### src/rtl/core/cse_pkg.sv
// Shared types, constants and helpers for the cubic spline evaluator.
// No dependencies.
package cse_pkg;

  localparam int unsigned TERM_SLOTS = 4;
  localparam int unsigned IDX_W      = 3;
  localparam logic [16:0] ONE_Q16    = 17'd65536;

  typedef enum logic [1:0] {
    ACT_KNOT   = 2'd0,
    ACT_XCOEF  = 2'd1,
    ACT_YCOEF  = 2'd2,
    ACT_EVAL   = 2'd3
  } action_e;

  typedef enum logic [1:0] {
    ST_OK    = 2'd0,
    ST_SAT   = 2'd1,
    ST_ZERO  = 2'd2
  } status_e;

  typedef enum logic [3:0] {
    S_IDLE,
    S_START,
    S_RDLO,
    S_RDHI,
    S_CHECK,
    S_DIV,
    S_POW_MUL,
    S_POW_ACC,
    S_TRM_RD,
    S_TRM_MX,
    S_TRM_MY,
    S_TRM_AY,
    S_FIN
  } state_e;

  function automatic logic ovf64(input logic signed [63:0] v);
    return (v > 64'sd2147483647) || (v < -64'sd2147483648);
  endfunction

  function automatic logic signed [31:0] clamp64(input logic signed [63:0] v);
    if (v > 64'sd2147483647) return 32'sh7fffffff;
    if (v < -64'sd2147483648) return 32'sh80000000;
    return v[31:0];
  endfunction

  // i!/(i-order)! for the small indices used here
  function automatic logic [2:0] fall_fac(input logic [IDX_W-1:0] i,
                                          input logic [1:0] ord);
    int unsigned f;
    int unsigned j;
    f = 1;
    for (j = 0; j < 3; j++) begin
      if (j < ord) f = f * (int'(i) - j);
    end
    return f[2:0];
  endfunction

  // multiply by a factor in {1,2,3,6} with shifts and one add
  function automatic logic signed [63:0] scale_fac(input logic signed [63:0] v,
                                                   input logic [2:0] f);
    logic signed [63:0] r;
    case (f)
      3'd1:    r = v;
      3'd2:    r = v <<< 1;
      3'd3:    r = v + (v <<< 1);
      3'd6:    r = (v + (v <<< 1)) <<< 1;
      default: r = '0;
    endcase
    return r;
  endfunction

endpackage

### src/rtl/core/cse_mult.sv
// Shared signed 32x32 multiplier with a registered 64-bit product.
// Depends on nothing beyond cse_pkg.
module cse_mult (
  input  logic               clk_i,
  input  logic signed [31:0] a_i,
  input  logic signed [31:0] b_i,
  output logic signed [63:0] prod_o
);
  import cse_pkg::*;

  logic signed [63:0] prod_q;

  always_ff @(posedge clk_i) begin
    prod_q <= a_i * b_i;
  end

  assign prod_o = prod_q;

endmodule

### config.mk
export PLATFORM = sky130hd
export DESIGN_NAME = cse_mult
export DESIGN_NICKNAME = d
export VERILOG_FILES = /design/src/rtl/core/cse_pkg.sv /design/src/rtl/core/cse_mult.sv
export SDC_FILE = /design/constraint.sdc
export NUM_CORES = 2
export LEC_CHECK = 0
export BUFFER_PORTS_ARGS = -buffer_cell sky130_fd_sc_hd__buf_4
export CAP_MARGIN = 0
export CORE_MARGIN = 2
export CORE_UTILIZATION = 50
export DETAILED_ROUTE_END_ITERATION = 8
export GPL_ROUTABILITY_DRIVEN = 0
export PLACE_DENSITY = 0.74
export SLEW_MARGIN = 20
export SYNTH_ARGS = -nofsm -noshare
export SYNTH_HDL_FRONTEND = slang
export SYNTH_SLANG_ARGS = --single-unit
### constraint.sdc
create_clock -name clk_i -period 20.6 [get_ports clk_i]
set_clock_uncertainty 0.1 [all_clocks]
set_input_delay 3.09 -clock clk_i [delete_from_list [all_inputs] [get_ports clk_i]]
set_output_delay 3.09 -clock clk_i [all_outputs]
set_load 0.005 [all_outputs]
== Word level (Yosys, flattened, before mapping) ==
Cells that the tools add are included.

* Multipliers: 1

{| class="wikitable"
|+ Operator list
! operator !! count
|-
| multiplier 32 x 32 -> 64 bit || 1
|}

* Register bits after elaboration: 64
* Output and inout bits: 64
* Word-level logic and storage cells: 2

== Longest topological paths before layout ==
* Word-level depth: 1
* Gate-level depth with buffers: 28

== Worst setup path before layout ==
OpenSTA, ideal clock, no wires.

* Path kind: input to register
* From: input b_i[2]
* To: register prod_q[62] (netlist: prod_o[62])
* Library setup time: 0.072 ns
* Arrival time: 10.279 ns
* Setup slack: 10.149 ns
* Stages on the path: 24
* Path buffers: 1
* Cell sequence: clkbuf_1 nand2_1 inv_1 fa_1 fa_1 fa_1 fa_1 inv_1 fa_1 inv_1 fa_1 inv_1 fa_1 inv_1 fa_1 ha_1 and3_1 nand2_1 or3_1 o22a_1 o211ai_1 a31oi_1 o31ai_1 xor2_1

* Longest elaborated chain between the ends: 1

{| class="wikitable"
|+ RTL lines
! what !! line !! source
|-
| start: declaration || cse_mult.sv:6 || <nowiki>input logic signed [31:0] b_i,</nowiki>
|-
| multiplier 32 x 32 -> 64 bit || cse_mult.sv:14 || <nowiki>prod_q <= a_i * b_i;</nowiki>
|-
| end signal: assignment || cse_mult.sv:14 ||
|-
| end: declaration || cse_mult.sv:11 || <nowiki>logic signed [63:0] prod_q;</nowiki>
|}

Every way passes these cells.

== Final worst setup path ==
* From: input b_i[3]
* To: register prod_q[62] (netlist: prod_o[62])

The elaborated chain is that of the path after synthesis.

==> flow_metrics.tcl <==
set metrics [dict create \
    status "complete, no violations" \
    crit_path_end_kind "flip-flop" \
    crit_top_cell "fa_1" \
    yosysTopAreaCell "fa_1" \
    cp.arrival_ps 11540 \
    finalSetupTns_ps 0 \
    fin_ws_ps 9290 \
    cp_slowest_cell "fa_1" \
    antenna_found_initial 6 \
    synthesis.area_sq_mm 0.0372 \
    setup_viol 0 \
    grt_overflow 0 \
    period_share_pct 54.9 \
    grt_max_degree 33 \
    post_cts_resize_count 0 \
    syn_area_per_cell_sq_um 9.59 \
    cts_sinks 64 \
    crit_fanout 32 \
    hold_viol_final 0 \
    cts_buffers 9 \
    die-area_sq_mm 0.0767 \
    ys_seq_area_share_pct 3.44 \
    first_global_vias 29215 \
    dpl_worst_slack_ps 8960 \
    syn_inst 3884 \
    clkTransAtPathRegs_ps 70 \
    critPathBufInv 5 \
    maxCapViolations 0 \
    port_buffers 128 \
    grt_usage_pct 27.0 \
    place.detailed.hpwl_um 77500 \
    synth_area_leaders "fa_1 (58%), inv_1 (9.6%), and2_1 (8.7%), ha_1 (6.2%), nand2_1 (5.2%)" \
    final_util_pct 52.7 \
    synth-edff-count 0 \
    drcViolationCount 0 \
    die_y_um 277 \
    period_needed_ps 11310 \
    synth_top_flop_cell "dfxtp_1" \
    synth.distinct_cells 63 \
    fmax_mhz 88.4 \
    syn-num-nets 5215 \
    cts_max_path_buffers 2 \
    critical_path_class "in2reg" \
    rsz0062_at_grt "no" \
    slew_viol_final 0 \
    ys_async_sr_fraction_pct 0 \
    slowest_delay_ps 1020 \
    grt_pass1_wl_um 160000 \
    worstPathRequired_ps 20830 \
    yosys_warnings 0 \
    cts-hold-fix-buffers 0 \
    synth_top_area_share_pct 58.2 \
    synth-seq-cells 64 \
    max_slew_margin_pct 41.8 \
    path_cells "buf_4 -> and2_1 -> fa_1 -> fa_1 -> fa_1 -> fa_1 -> inv_1 -> fa_1 -> inv_1 -> fa_1 -> inv_1 -> fa_1 -> inv_1 -> fa_1 -> ha_1 -> and3_1 -> nand2_1 -> or3_1 -> o211ai_1 -> a31oi_1 -> o31ai_1 -> xor2_1" \
    initialDrtViolationCount 1804 \
    die_x_um 277 \
    cts-root-buf "clkbuf_16" \
    largest_reg_flops 64 \
    io_pins 129 \
    cts_setup_buffers 0 \
    vias 25872 \
    viasPerCell 5.39 \
    min_path_type "in2reg" \
    antenna_left 0 \
    synthToLayoutAreaGrowth_pct 4.77 \
    tightest_slew_ps 874 \
    cp_top_family "adder cells" \
    critPathLaunchType "input port" \
    cts_tree "built" \
    nets 5158 \
    initial_utilization_pct 50.3 \
    drive_gt1_share_pct 4.44 \
    wl_per_cell_um 20.2 \
    rows 100 \
    routed_wl_um 97200 \
    dr.pass1.iters 7 \
    coreArea_sq_mm 0.0741 \
    cts_max_level 3 \
]
## kinds of logic (layout without fill, tap and decap cells)
group                      count (synthesis)  after routing  share of synthesized area (%)
adders and majority gates               1266           1266                           64.3
buffers and inverters                   1152           1100                           11.6
and+or+nand+nor                         1134           1134                           15.4
AOI/OAI and AO/OA                        193            193                           3.46
xor gates and xnor gates                  75             75                           1.76
DFF                                       64             64                           3.44
other                                      0              3                              0
## cell usage after synthesis (2+ instances only)
cell / number
fa_1: 1082
inv_1: 952
and2_1: 516
nand2_1: 511
clkbuf_1: 195
ha_1: 184
a21oi_1: 68
dfxtp_1: 64
xnor2_1: 53
nor2_1: 42
o21ai_0: 28
a21o_1: 23
xor2_1: 22
nand3_1: 15
o21bai_1: 15
a31oi_1: 12
nand2b_1: 9
and3_1: 7
nand4_1: 7
nor3_1: 6
o31ai_1: 6
a211oi_1: 4
o21a_1: 4
or3_1: 4
a211oi_2: 3
a21boi_0: 3
and4_1: 3
buf_2: 3
nor2b_1: 3
o211ai_1: 3
a21o_2: 2
buf_1: 2
o21ai_2: 2
o22a_1: 2
## layout make-up
type / count / area (sq um)
multi-input combinational: 2668 / 31600
clock inverter: 2 / 35.0
sequential: 64 / 1280
fill: 6605 / 35100
antenna: 3 / 7.51
inverter: 952 / 3570
tap: 969 / 1210
timing repair buffer: 132 / 991
clock buffer: 14 / 284
## final timing paths
kind  cells past startpoint          to  slack [ps]  startpoint
max                      22  prod_o[62]        9290      b_i[3]
min                       2   prod_o[0]        3070      a_i[0]
## metrics by stage
| step | std cells | hold WS, ps | cell area [sq um] |
|---|---|---|---|
| after floorplan | 3884 | 3120 | 37200 |
| after global placement | 4785 | 3370 | 38700 |
| after detailed placement | 4785 | 3370 | 38700 |
| after CTS | 4801 | 3050 | 39000 |
| after global routing | 4801 | 3090 | 39000 |
| final | 4804 | 3070 | 39000 |
## cells in the final DEF (no fill, tap or decap), drive strengths merged, types with 31 or more instances in the layout
cell type | Yosys | routed
xnor2 | 53 | 53
dfxtp | 64 | 64
nand2 | 511 | 511
buf | 5 | 132
ha | 184 | 184
and2 | 516 | 516
fa | 1082 | 1082
o21ai | 31 | 31
nor2 | 42 | 42
inv | 952 | 952
a21oi | 68 | 68
## routing by layer
metal | GRT usage, % | up-vias | part of all wire (%) | wire (um)
met2 | 46.1 | 1085 | 50 | 48900
li1 | - | 10931 | - | -
met4 | 11.7 | 6 | 4.6 | 4510
met5 | 0 | - | 0.042 | 41
met3 | 4.11 | 247 | 6.9 | 6730
met1 | 34.3 | 13603 | 38 | 37100
Power is left out: the tool's default activity adds up to more than one toggle a clock period on the data nets, which glitch-free logic cannot reach.
