`src/rtl/core/cse_pkg.sv`:
```
// Shared types, constants and helpers for the cubic spline evaluator.
// No dependencies.
package cse_pkg;

  localparam int unsigned TERM_SLOTS = 4;
  localparam int unsigned IDX_W      = 3;
  localparam logic [16:0] ONE_Q16    = 17'd65536;

  typedef enum logic [1:0] {
    ACT_KNOT   = 2'd0,
    ACT_XCOEF  = 2'd1,
    ACT_YCOEF  = 2'd2,
    ACT_EVAL   = 2'd3
  } action_e;

  typedef enum logic [1:0] {
    ST_OK    = 2'd0,
    ST_SAT   = 2'd1,
    ST_ZERO  = 2'd2
  } status_e;

  typedef enum logic [3:0] {
    S_IDLE,
    S_START,
    S_RDLO,
    S_RDHI,
    S_CHECK,
    S_DIV,
    S_POW_MUL,
    S_POW_ACC,
    S_TRM_RD,
    S_TRM_MX,
    S_TRM_MY,
    S_TRM_AY,
    S_FIN
  } state_e;

  function automatic logic ovf64(input logic signed [63:0] v);
    return (v > 64'sd2147483647) || (v < -64'sd2147483648);
  endfunction

  function automatic logic signed [31:0] clamp64(input logic signed [63:0] v);
    if (v > 64'sd2147483647) return 32'sh7fffffff;
    if (v < -64'sd2147483648) return 32'sh80000000;
    return v[31:0];
  endfunction

  // i!/(i-order)! for the small indices used here
  function automatic logic [2:0] fall_fac(input logic [IDX_W-1:0] i,
                                          input logic [1:0] ord);
    int unsigned f;
    int unsigned j;
    f = 1;
    for (j = 0; j < 3; j++) begin
      if (j < ord) f = f * (int'(i) - j);
    end
    return f[2:0];
  endfunction

  // multiply by a factor in {1,2,3,6} with shifts and one add
  function automatic logic signed [63:0] scale_fac(input logic signed [63:0] v,
                                                   input logic [2:0] f);
    logic signed [63:0] r;
    case (f)
      3'd1:    r = v;
      3'd2:    r = v <<< 1;
      3'd3:    r = v + (v <<< 1);
      3'd6:    r = (v + (v <<< 1)) <<< 1;
      default: r = '0;
    endcase
    return r;
  endfunction

endpackage

```
`src/rtl/core/cse_divider.sv`:
```
// Restoring divider, one quotient bit per cycle, unsigned magnitudes.
// Uses cse_pkg only for house consistency of types.
module cse_divider (
  input  logic        clk_i,
  input  logic        rst_ni,
  input  logic        start_i,
  input  logic [32:0] dividend_i,
  input  logic [16:0] divisor_i,
  output logic        done_o,
  output logic [32:0] quotient_o
);
  import cse_pkg::*;

  logic [16:0] rem_q, rem_d;
  logic [32:0] quo_q, quo_d;
  logic [16:0] dvs_q;
  logic [5:0]  cnt_q, cnt_d;
  logic        busy_q, busy_d;
  logic        done_q, done_d;
  logic [17:0] rem_sh;

  assign rem_sh = {rem_q, quo_q[32]};

  always_comb begin
    rem_d  = rem_q;
    quo_d  = quo_q;
    cnt_d  = cnt_q;
    busy_d = busy_q;
    done_d = 1'b0;
    if (start_i) begin
      rem_d  = '0;
      quo_d  = dividend_i;
      cnt_d  = 6'd33;
      busy_d = 1'b1;
    end else if (busy_q) begin
      if (rem_sh >= {1'b0, dvs_q}) begin
        rem_d = 17'(rem_sh - {1'b0, dvs_q});
        quo_d = {quo_q[31:0], 1'b1};
      end else begin
        rem_d = rem_sh[16:0];
        quo_d = {quo_q[31:0], 1'b0};
      end
      cnt_d = cnt_q - 6'd1;
      if (cnt_q == 6'd1) begin
        busy_d = 1'b0;
        done_d = 1'b1;
      end
    end
  end

  always_ff @(posedge clk_i or negedge rst_ni) begin
    if (!rst_ni) begin
      busy_q <= 1'b0;
      done_q <= 1'b0;
      cnt_q  <= '0;
    end else begin
      busy_q <= busy_d;
      done_q <= done_d;
      cnt_q  <= cnt_d;
    end
  end

  always_ff @(posedge clk_i) begin
    rem_q <= rem_d;
    quo_q <= quo_d;
    if (start_i) dvs_q <= divisor_i;
  end

  assign done_o     = done_q;
  assign quotient_o = quo_q;

endmodule

```
`config.mk`:
```
export PLATFORM = sky130hd
export DESIGN_NAME = cse_divider
export DESIGN_NICKNAME = d
export VERILOG_FILES = /design/src/rtl/core/cse_pkg.sv /design/src/rtl/core/cse_divider.sv
export SDC_FILE = /design/constraint.sdc
export NUM_CORES = 1
export LEC_CHECK = 0
export BUFFER_PORTS_ARGS = -buffer_cell sky130_fd_sc_hd__clkbuf_2
export CORE_UTILIZATION = 54
export CTS_CLUSTER_DIAMETER = 200
export DETAILED_ROUTE_END_ITERATION = 6
export PLACE_DENSITY_LB_ADDON = 0.08
export SYNTH_ARGS = -nofsm -noshare
export SYNTH_HDL_FRONTEND = slang
export SYNTH_SLANG_ARGS = --single-unit
```
`constraint.sdc`:
```
create_clock -name clk_i -period 3.6 [get_ports clk_i]
set_clock_uncertainty 0.05 [all_clocks]
set_input_delay 0.54 -clock clk_i [delete_from_list [all_inputs] [get_ports clk_i]]
set_output_delay 0.54 -clock clk_i [all_outputs]
set_load 0.01 [all_outputs]
```
# After elaboration in Yosys (flattened, before gate mapping)
# Index checks and enable logic that the tools add are counted.
word_totals:
  word_cells: 23
  regBits: 75
op_classes:
  n_mux: 12
  n_reduce_logical: 1
  magnitude_cmp: 1
  add_sub_neg: 2
  eq_ne: 1
ops:
  columns: ["op", "count"]
  rows:
  - ["two-way mux 33 bit", 2]
  - [">= comparator 18 x 17 -> 1 bit", 1]
  - ["two-way mux 17 bit", 1]
  - ["subtractor 17 bit", 1]
  - ["two-way mux 6 bit", 2]
  - ["two-way mux 1 bit", 7]
  - ["== test 6 x 1 -> 1 bit, second input constant", 1]
  - ["subtractor 6 x 1 -> 6 bit, second input constant", 1]
  - ["nonzero test 2 bit", 1]

# Depth between registers and ports, before layout
# Gate-level depths: netlist of the first run.
depth:
  depth_word: 4
  mapped_depth: 12

# Worst setup path after synthesis of the first run
# No wires, ideal clock.
synth_path:
  kind: "flip-flop to flip-flop"
  startpoint: "register quo_q[32], in the netlist quotient_o[32]"
  endpoint: "register quo_q[0], in the netlist quotient_o[0], data pin"
  arrival_time_ns: 2.468
  path_stages_with_launch: 12
  required_ns: 3.281
  n_path_buf: 1
  path_slack_ns: 0.813
  cell_sequence: "edfxtp_1 inv_1 ha_1 inv_1 fa_1 a21o_1 a221o_1 a21oi_4 o22ai_2 a21oi_4 buf_2 mux2i_1"
synth_via:
  elab_chain_len: 4
synth_lines:
  columns: ["element", "line_no", "rtl"]
  rows:
  - ["start, declared", "cse_divider.sv:15", "logic [32:0] quo_q, quo_d;"]
  - ["start signal, assigned", "cse_divider.sv:65", "quo_q <= quo_d;"]
  - [">= comparator 18 x 17 -> 1 bit", "cse_divider.sv:36", "if (rem_sh >= {1'b0, dvs_q}) begin"]
  - ["two-way mux 1 bit", "cse_divider.sv:36", null]
  - ["two-way mux 33 bit", "cse_divider.sv:35", "end else if (busy_q) begin"]
  - ["two-way mux 33 bit", "cse_divider.sv:30", "if (start_i) begin"]
  - ["named net quo_d[0]", "cse_divider.sv:15", null]
# The timed path passes the listed nets, and every way through them passes these cells. The select of a mux whose other input is x is not followed.
# A chain may end at the register's enable or synchronous reset.

# Worst setup path after layout of the first run
layout_path:
  startpoint: "register quo_q[32], in the netlist quotient_o[32]"
  endpoint: "register rem_q[12]"
layout_via:
  elab_chain_len: 2
  word_cells_on_any_way: 3
layout_lines:
  columns: ["element", "line_no", "rtl"]
  rows:
  - ["subtractor 17 bit or >= comparator 18 x 17 -> 1 bit (tied branches)", "cse_divider.sv:37, cse_divider.sv:36", null]
  - ["two-way mux 17 bit *", "cse_divider.sv:36", null]
  - ["end signal, assigned", "cse_divider.sv:64", "rem_q <= rem_d;"]
  - ["end, declared", "cse_divider.sv:14", "logic [16:0] rem_q, rem_d;"]
# Every way passes the cells marked *; elsewhere a longest branch is shown, timed or not.

==> results of run 1 <==
[path summary, 6_finish.rpt]
kind | endpoint | slack [ns] | cells past startpoint
worst min-delay path | dvs_q[12]$_DFFE_PP_ | 0.31 | 1
worst max register to register | rem_q[12]$_SDFFE_PP0P_ | 0.41 | 12
worst max-delay path | rem_q[12]$_SDFFE_PP0P_ | 0.41 | 12
min in group asynchronous | cnt_q[3]$_DFFE_PN0P_ | 0.52 | 2
max in group asynchronous | cnt_q[2]$_DFFE_PN0P_ | 2.80 | 2
worst min register to register | rem_q[2]$_SDFFE_PP0P_ | 0.45 | 2
[where the power goes]
| part | switching (uW) | leakage (uW) | total [uW] | internal [uW] |
|---|---|---|---|---|
| Clock | 323 | 0.000100 | 648 | 325 |
| Sequential | 160 | 0.000751 | 1330 | 1170 |
| Combinational | 673 | 0.00121 | 1250 | 575 |
| Total | 1160 | 0.00206 | 3220 | 2070 |
[stage by stage]
| step | area (sq um) | instances |
|---|---|---|
| 2_1_floorplan | 3814 | 318 |
| 3_5_place_dp | 4370 | 496 |
| 5_1_grt | 4578 | 513 |
| 3_3_place_gp | 4370 | 496 |
| 4_1_cts | 4578 | 513 |
| 6_report | 4578 | 513 |
[layer usage]
metal	GRT usage	routed length [um]	vias up
met2	0.3470	3464	88
met5	0	0	-
met1	0.2777	3304	1272
met4	0.08030	147	0
met3	0.08085	474	10
li1	-	-	1358
[layout by cell type (no fill, tap or decap), types with 3 or more instances in the layout]
| cell | instances |
|---|---|
| nand3_1 | 4 |
| a32oi_1 | 6 |
| xnor2_1 | 9 |
| clkbuf_8 | 9 |
| buf_4 | 8 |
| o31ai_1 | 3 |
| xor2_1 | 10 |
| mux2i_1 | 8 |
| inv_6 | 3 |
| a21oi_1 | 14 |
| a21o_1 | 6 |
| edfxtp_1 | 50 |
| inv_1 | 24 |
| nor3_1 | 4 |
| o21ai_0 | 13 |
| nor2_1 | 20 |
| nand2b_1 | 8 |
| clkbuf_2 | 86 |
| mux2_2 | 32 |
| dfxtp_1 | 17 |
| ha_1 | 19 |
| nand2_1 | 16 |
| dfrtp_1 | 8 |
| a211oi_1 | 8 |
[cells by family (layout without fill, tap and decap cells)]
logic type               Yosys count  count (layout)  synth area share
buffers and inverters             36             135           0.03773
flip-flops                        75              75            0.5354
AND/OR/NAND/NOR                   64              64           0.08202
XOR/XNOR                          19              19           0.04364
AO/OA/AOI/OAI                     64              64            0.1181
multiplexers                      40              40            0.1155
adder cells (fa/ha/maj)           20              20           0.06759
[layout make-up]
class                      instances  area [sq um]  area share
multi-input combinational        207          1628      0.3556
inverter                          24         90.09     0.01968
tap                               96         120.1     0.02624
sequential                        75          2042      0.4460
clock inverter                     7         73.82     0.01612
clock buffer                       9         123.9     0.02706
timing repair buffer              95         500.5      0.1093
[worst max-delay path, stage by stage (launching register included)]
cell      delay (ns)
edfxtp_1        0.41
inv_1           0.08
ha_1            0.15
inv_1           0.05
fa_1            0.39
a21o_1          0.21
a221o_1         0.41
a21oi_4         0.21
o22ai_2         0.11
a21oi_4         0.48
buf_4           0.24
nand2b_1        0.17
o21ai_0         0.11
[registers in the layout, indices dropped and copies added, names as in the netlist]
name,count
done_o,1
busy_q,1
dvs_q,17
rem_q,17
quotient_o,33
cnt_q,6
==> reports/metrics.csv, run 1 <==
metric;value;unit
rsz0062_at_grt;no;
path_max_fanout;16;
cts-buffers-inserted;9;
pre_cts_ws;0.4090;ns
grt-ovfl-total;0;
synth_ff_type;edfxtp_1;
worstSetupPathType;flop to flop;
p_leak;0.002062;uW
totalWireLength;7390;um
cp-end-kind;flop;
power_density;704.1;mW/mm^2
cts_resized;0;
slew_headroom;0.4174;
syn2layout_area_growth;20.05;%
cts_setup_buffers;0;
vias_per_cell;5.318;
die_w;86.04;um
synth_area;0.003814;sq mm
cts-root-buf;clkbuf_8;
fin_nets;485;
drt_iter0_drc;110;
portBuffers;86;
peakVddDrop;346.4;uV
worst_slack;0.4117;ns
run_status;completed;
rows;30;
finalSetupViolations;0;
synth_common_cells;50 x edfxtp_1, 32 x mux2_2, 24 x inv_1, 20 x nor2_1, 19 x ha_1;
grt_first_pass_wirelength;12350;um
yosysTopAreaCell;edfxtp_1;
crit_arrival;3.37;ns
drive_above_1_share;0.3549;
maxSlewViolCount;0;
cts_buffer_depth;2;
yosysWarnings;0;
synth_cells;318;
total_power;3223;uW
ys_seq_area_frac;0.5354;
timing.hold.ws;0.3073;ns
antenna_found_initial;0;
fin_util;0.6738;
grt_start_max_net_pins;33;
clock_latency;0.35;ns
routed-via-count;2728;
fmax;313.6;MHz
path_clk_slew;0.09;ns
finalCritPeriodShare;0.8856;
syn_area_per_cell;11.99;sq um
finalHoldViolations;0;
dp_hpwl;5373;um
maxCapViolCount;0;
drc_errors;0;
worst_pin_slew;0.8721;ns
synth_nets;391;
htree_levels;3;
grt_util_all_layers;0.2199;
synthArstFlopShare;0.1067;
fillers;543;
worst_hold_startpoint;divisor_i[12];
startpoint;quotient_o[32]$_DFFE_PP_;
ys_ff_latch;75;
synth-edff-count;50;
gp_congestion;0.8339;
crit_required;3.78;ns
synth.top_cell.area_share;0.3937;
pin_count;87;
period_needed;3.188;ns
setup_tns;0;ns
cp-start-kind;flop;
dr.pass1.iters;4;
synth.most_common_cell;edfxtp_1;
ant_nets;0;
antenna_cells;0;
min_path_type;input pin to flop;
ctsHoldBuffers;1;
synth_area_leaders;edfxtp_1 39%, mux2_2 9.4%, dfxtp_1 8.9%, ha_1 6.2%, dfrtp_1 5.2%;
start_util;0.5613;
first_global_vias;2698;
dieArea;0.007402;sq mm
reg2reg_from;quotient_o[32]$_DFFE_PP_;
wire_per_inst;14.41;um
core_area;0.006794;sq mm
synth_cell_types;42;
cts_sinks;75;
cts_tree;done;
die_h;86.04;um
(Power assumes the default switching activity.)
==> run 2: changes to the inputs <==
CELL_PAD_IN_SITES_DETAIL_PLACEMENT = 0   (was unset)
CELL_PAD_IN_SITES_GLOBAL_PLACEMENT = 1   (was unset)
CORE_UTILIZATION = 43   (was 54)
MAX_ROUTING_LAYER = met4   (was unset)
==> reports/metrics.csv, run 2 (same netlist as run 1, synthesis figures left out) <==
metric;value;unit;change
die_h;96.18;um;+12%
peakVddDrop;278.4;uV;-20%
grt-ovfl-total;0;;unchanged
crit_required;3.76;ns;-0.02 ns
dp_hpwl;5736;um;+6.7%
worstSetupPathType;flop to flop;;
place_area;0.004387;sq mm;+0.37%
ant_nets;0;;unchanged
pre_cts_ws;0.5912;ns;+0.1822 ns
ctsHoldBuffers;1;;unchanged
p_leak;0.002054;uW;-0.42%
finalCritPeriodShare;0.8368;;-0.04883
htree_levels;3;;unchanged
routed-via-count;2678;;-1.8%
p_sw_frac;0.3574;;-0.001294
clock_latency;0.34;ns;about the same
pwr-share-comb;0.398;;+0.011
first_global_vias;2679;;-0.70%
pin_count;87;;unchanged
rows;33;;+10%
final_common_cell;clkbuf_2;;
fmax;331.9;MHz;+5.8%
grt_first_pass_wirelength;12880;um;+4.2%
final_area;0.004574;sq mm;about the same
power_density;705.0;mW/mm^2;+0.12%
die_w;96.18;um;+12%
maxSlewViolCount;0;;unchanged
drc_errors;0;;unchanged
drive_above_1_share;0.3413;;-0.01357
cts_sinks;75;;unchanged
antenna_found_initial;0;;unchanged
cts_buffer_depth;2;;unchanged
syn2layout_area_growth;19.95;%;about the same
worst_pin_slew;0.7700;ns;-0.1020 ns
cts_resized;0;;unchanged
finalSetupViolations;0;;unchanged
core_area;0.008382;sq mm;+23%
start_util;0.4550;;-0.1063
seqPwrFrac;0.412;;about the same
fin_nets;484;;-0.21%
cts_setup_buffers;0;;unchanged
antenna_cells;0;;unchanged
crit_chain;inv_1, ha_1, inv_1, fa_1, a21o_1, a221o_1, a21oi_4, o22ai_2, a21oi_4, buf_12, mux2i_1, a211oi_1;;
grt_start_max_net_pins;32;;-3.0%
totalWireLength;7895;um;+6.8%
dr.pass1.iters;4;;unchanged
cp-start-kind;flop;;
slew_headroom;0.4856;;+0.06817
crit_arrival;3.18;ns;-0.19 ns
worst_slack;0.5875;ns;+0.1758 ns
timing.hold.ws;0.3162;ns;+0.008880 ns
gp_congestion;0.8085;;-3.0%
run_status;completed;;
period_needed;3.013;ns;-0.1758 ns
intPower;2072;uW;+0.24%
rsz0062_at_grt;no;;
dieArea;0.009250;sq mm;+25%
max_stage_delay;0.41;ns;-0.07 ns
mostFrequentLayoutCells;86 x clkbuf_2, 50 x edfxtp_1, 32 x mux2_2;;
maxCapViolCount;0;;unchanged
cts-buffers-inserted;9;;unchanged
finalHoldViolations;0;;unchanged
cp-end-kind;flop;;
drt_iter0_drc;113;;+2.7%
rrSetupSlack;0.59;ns;+0.18 ns
p_clk_frac;0.190;;-0.011
largest_reg_flops;33;;unchanged
grt_util_all_layers;0.1931;;-0.02676
p_switching;1152;uW;-0.32%
cts_tree;done;;
portBuffers;86;;unchanged
crit_slowest_cell;edfxtp_1;;
setup_tns;0;ns;unchanged
vias_per_cell;5.140;;-3.3%
min_path_type;input pin to flop;;
path_max_fanout;22;;+6
cts-root-buf;clkbuf_8;;
wire_per_inst;15.15;um;+5.2%
path_clk_slew;0.08;ns;about the same
## run 2: per-layer routing
| metal | part of all wire | track usage | wire (um) | up-vias |
|---|---|---|---|---|
| met5 | 0 | - | 0 | - |
| met4 | 0.017 | 0.08458 | 131 | 0 |
| met3 | 0.056 | 0.04107 | 441 | 8 |
| met2 | 0.45 | 0.2772 | 3534 | 76 |
| met1 | 0.48 | 0.2619 | 3788 | 1251 |
| li1 | - | - | - | 1343 |
## run 2: cell type report
type | count | area (sq um)
Sequential cell | 75 | 2042
Clock inverter | 4 | 42.54
Tap cell | 105 | 131.4
Inverter | 24 | 90.09
Multi-Input combinational cell | 207 | 1628
Clock buffer | 12 | 135.1
Fill cell | 749 | 3807
Timing Repair Buffer | 94 | 505.5
## run 2: worst paths after layout
| path | from | endpoint | cells after the start |
|---|---|---|---|
| setup reg to reg | quotient_o[32]$_DFFE_PP_ | rem_q[10]$_SDFFE_PP0P_ | 12 |
| min in group asynchronous | rst_ni | cnt_q[0]$_DFFE_PN0P_ | 2 |
| max in group asynchronous | rst_ni | busy_q$_DFF_PN0_ | 2 |
| hold reg to reg | rem_q[1]$_SDFFE_PP0P_ | rem_q[1]$_SDFFE_PP0P_ | 2 |
| setup / recovery | quotient_o[32]$_DFFE_PP_ | rem_q[10]$_SDFFE_PP0P_ | 12 |
| hold / removal | divisor_i[16] | dvs_q[16]$_DFFE_PP_ | 1 |
## run 2: power by group through the flow
stage                     registers, uW  clock network, uW  logic (uW)
after floorplan                    1350                  0         907
after global placement             1340                  0        1270
after detailed placement           1340                  0        1280
after CTS                          1330                635        1290
after global routing               1360                669        1420
final                              1330                613        1280
## run 2: per-stage QoR
stage	total power [uW]	cells	util
finish	3225	521	0.5458
global route	3458	521	0.5458
detailed placement	2627	504	0.5234
global placement	2615	504	0.5234
floorplan	2254	318	-
CTS	3255	521	0.5458
## run 2: critical path: cells and delay by family, from the launching register on
kind | cells | cell delay, ns
DFF | 1 | 0.41
adders and majority gates | 2 | 0.56
muxes | 1 | 0.21
buffers and inverters | 3 | 0.35
AOI/OAI and AO/OA | 6 | 1.31
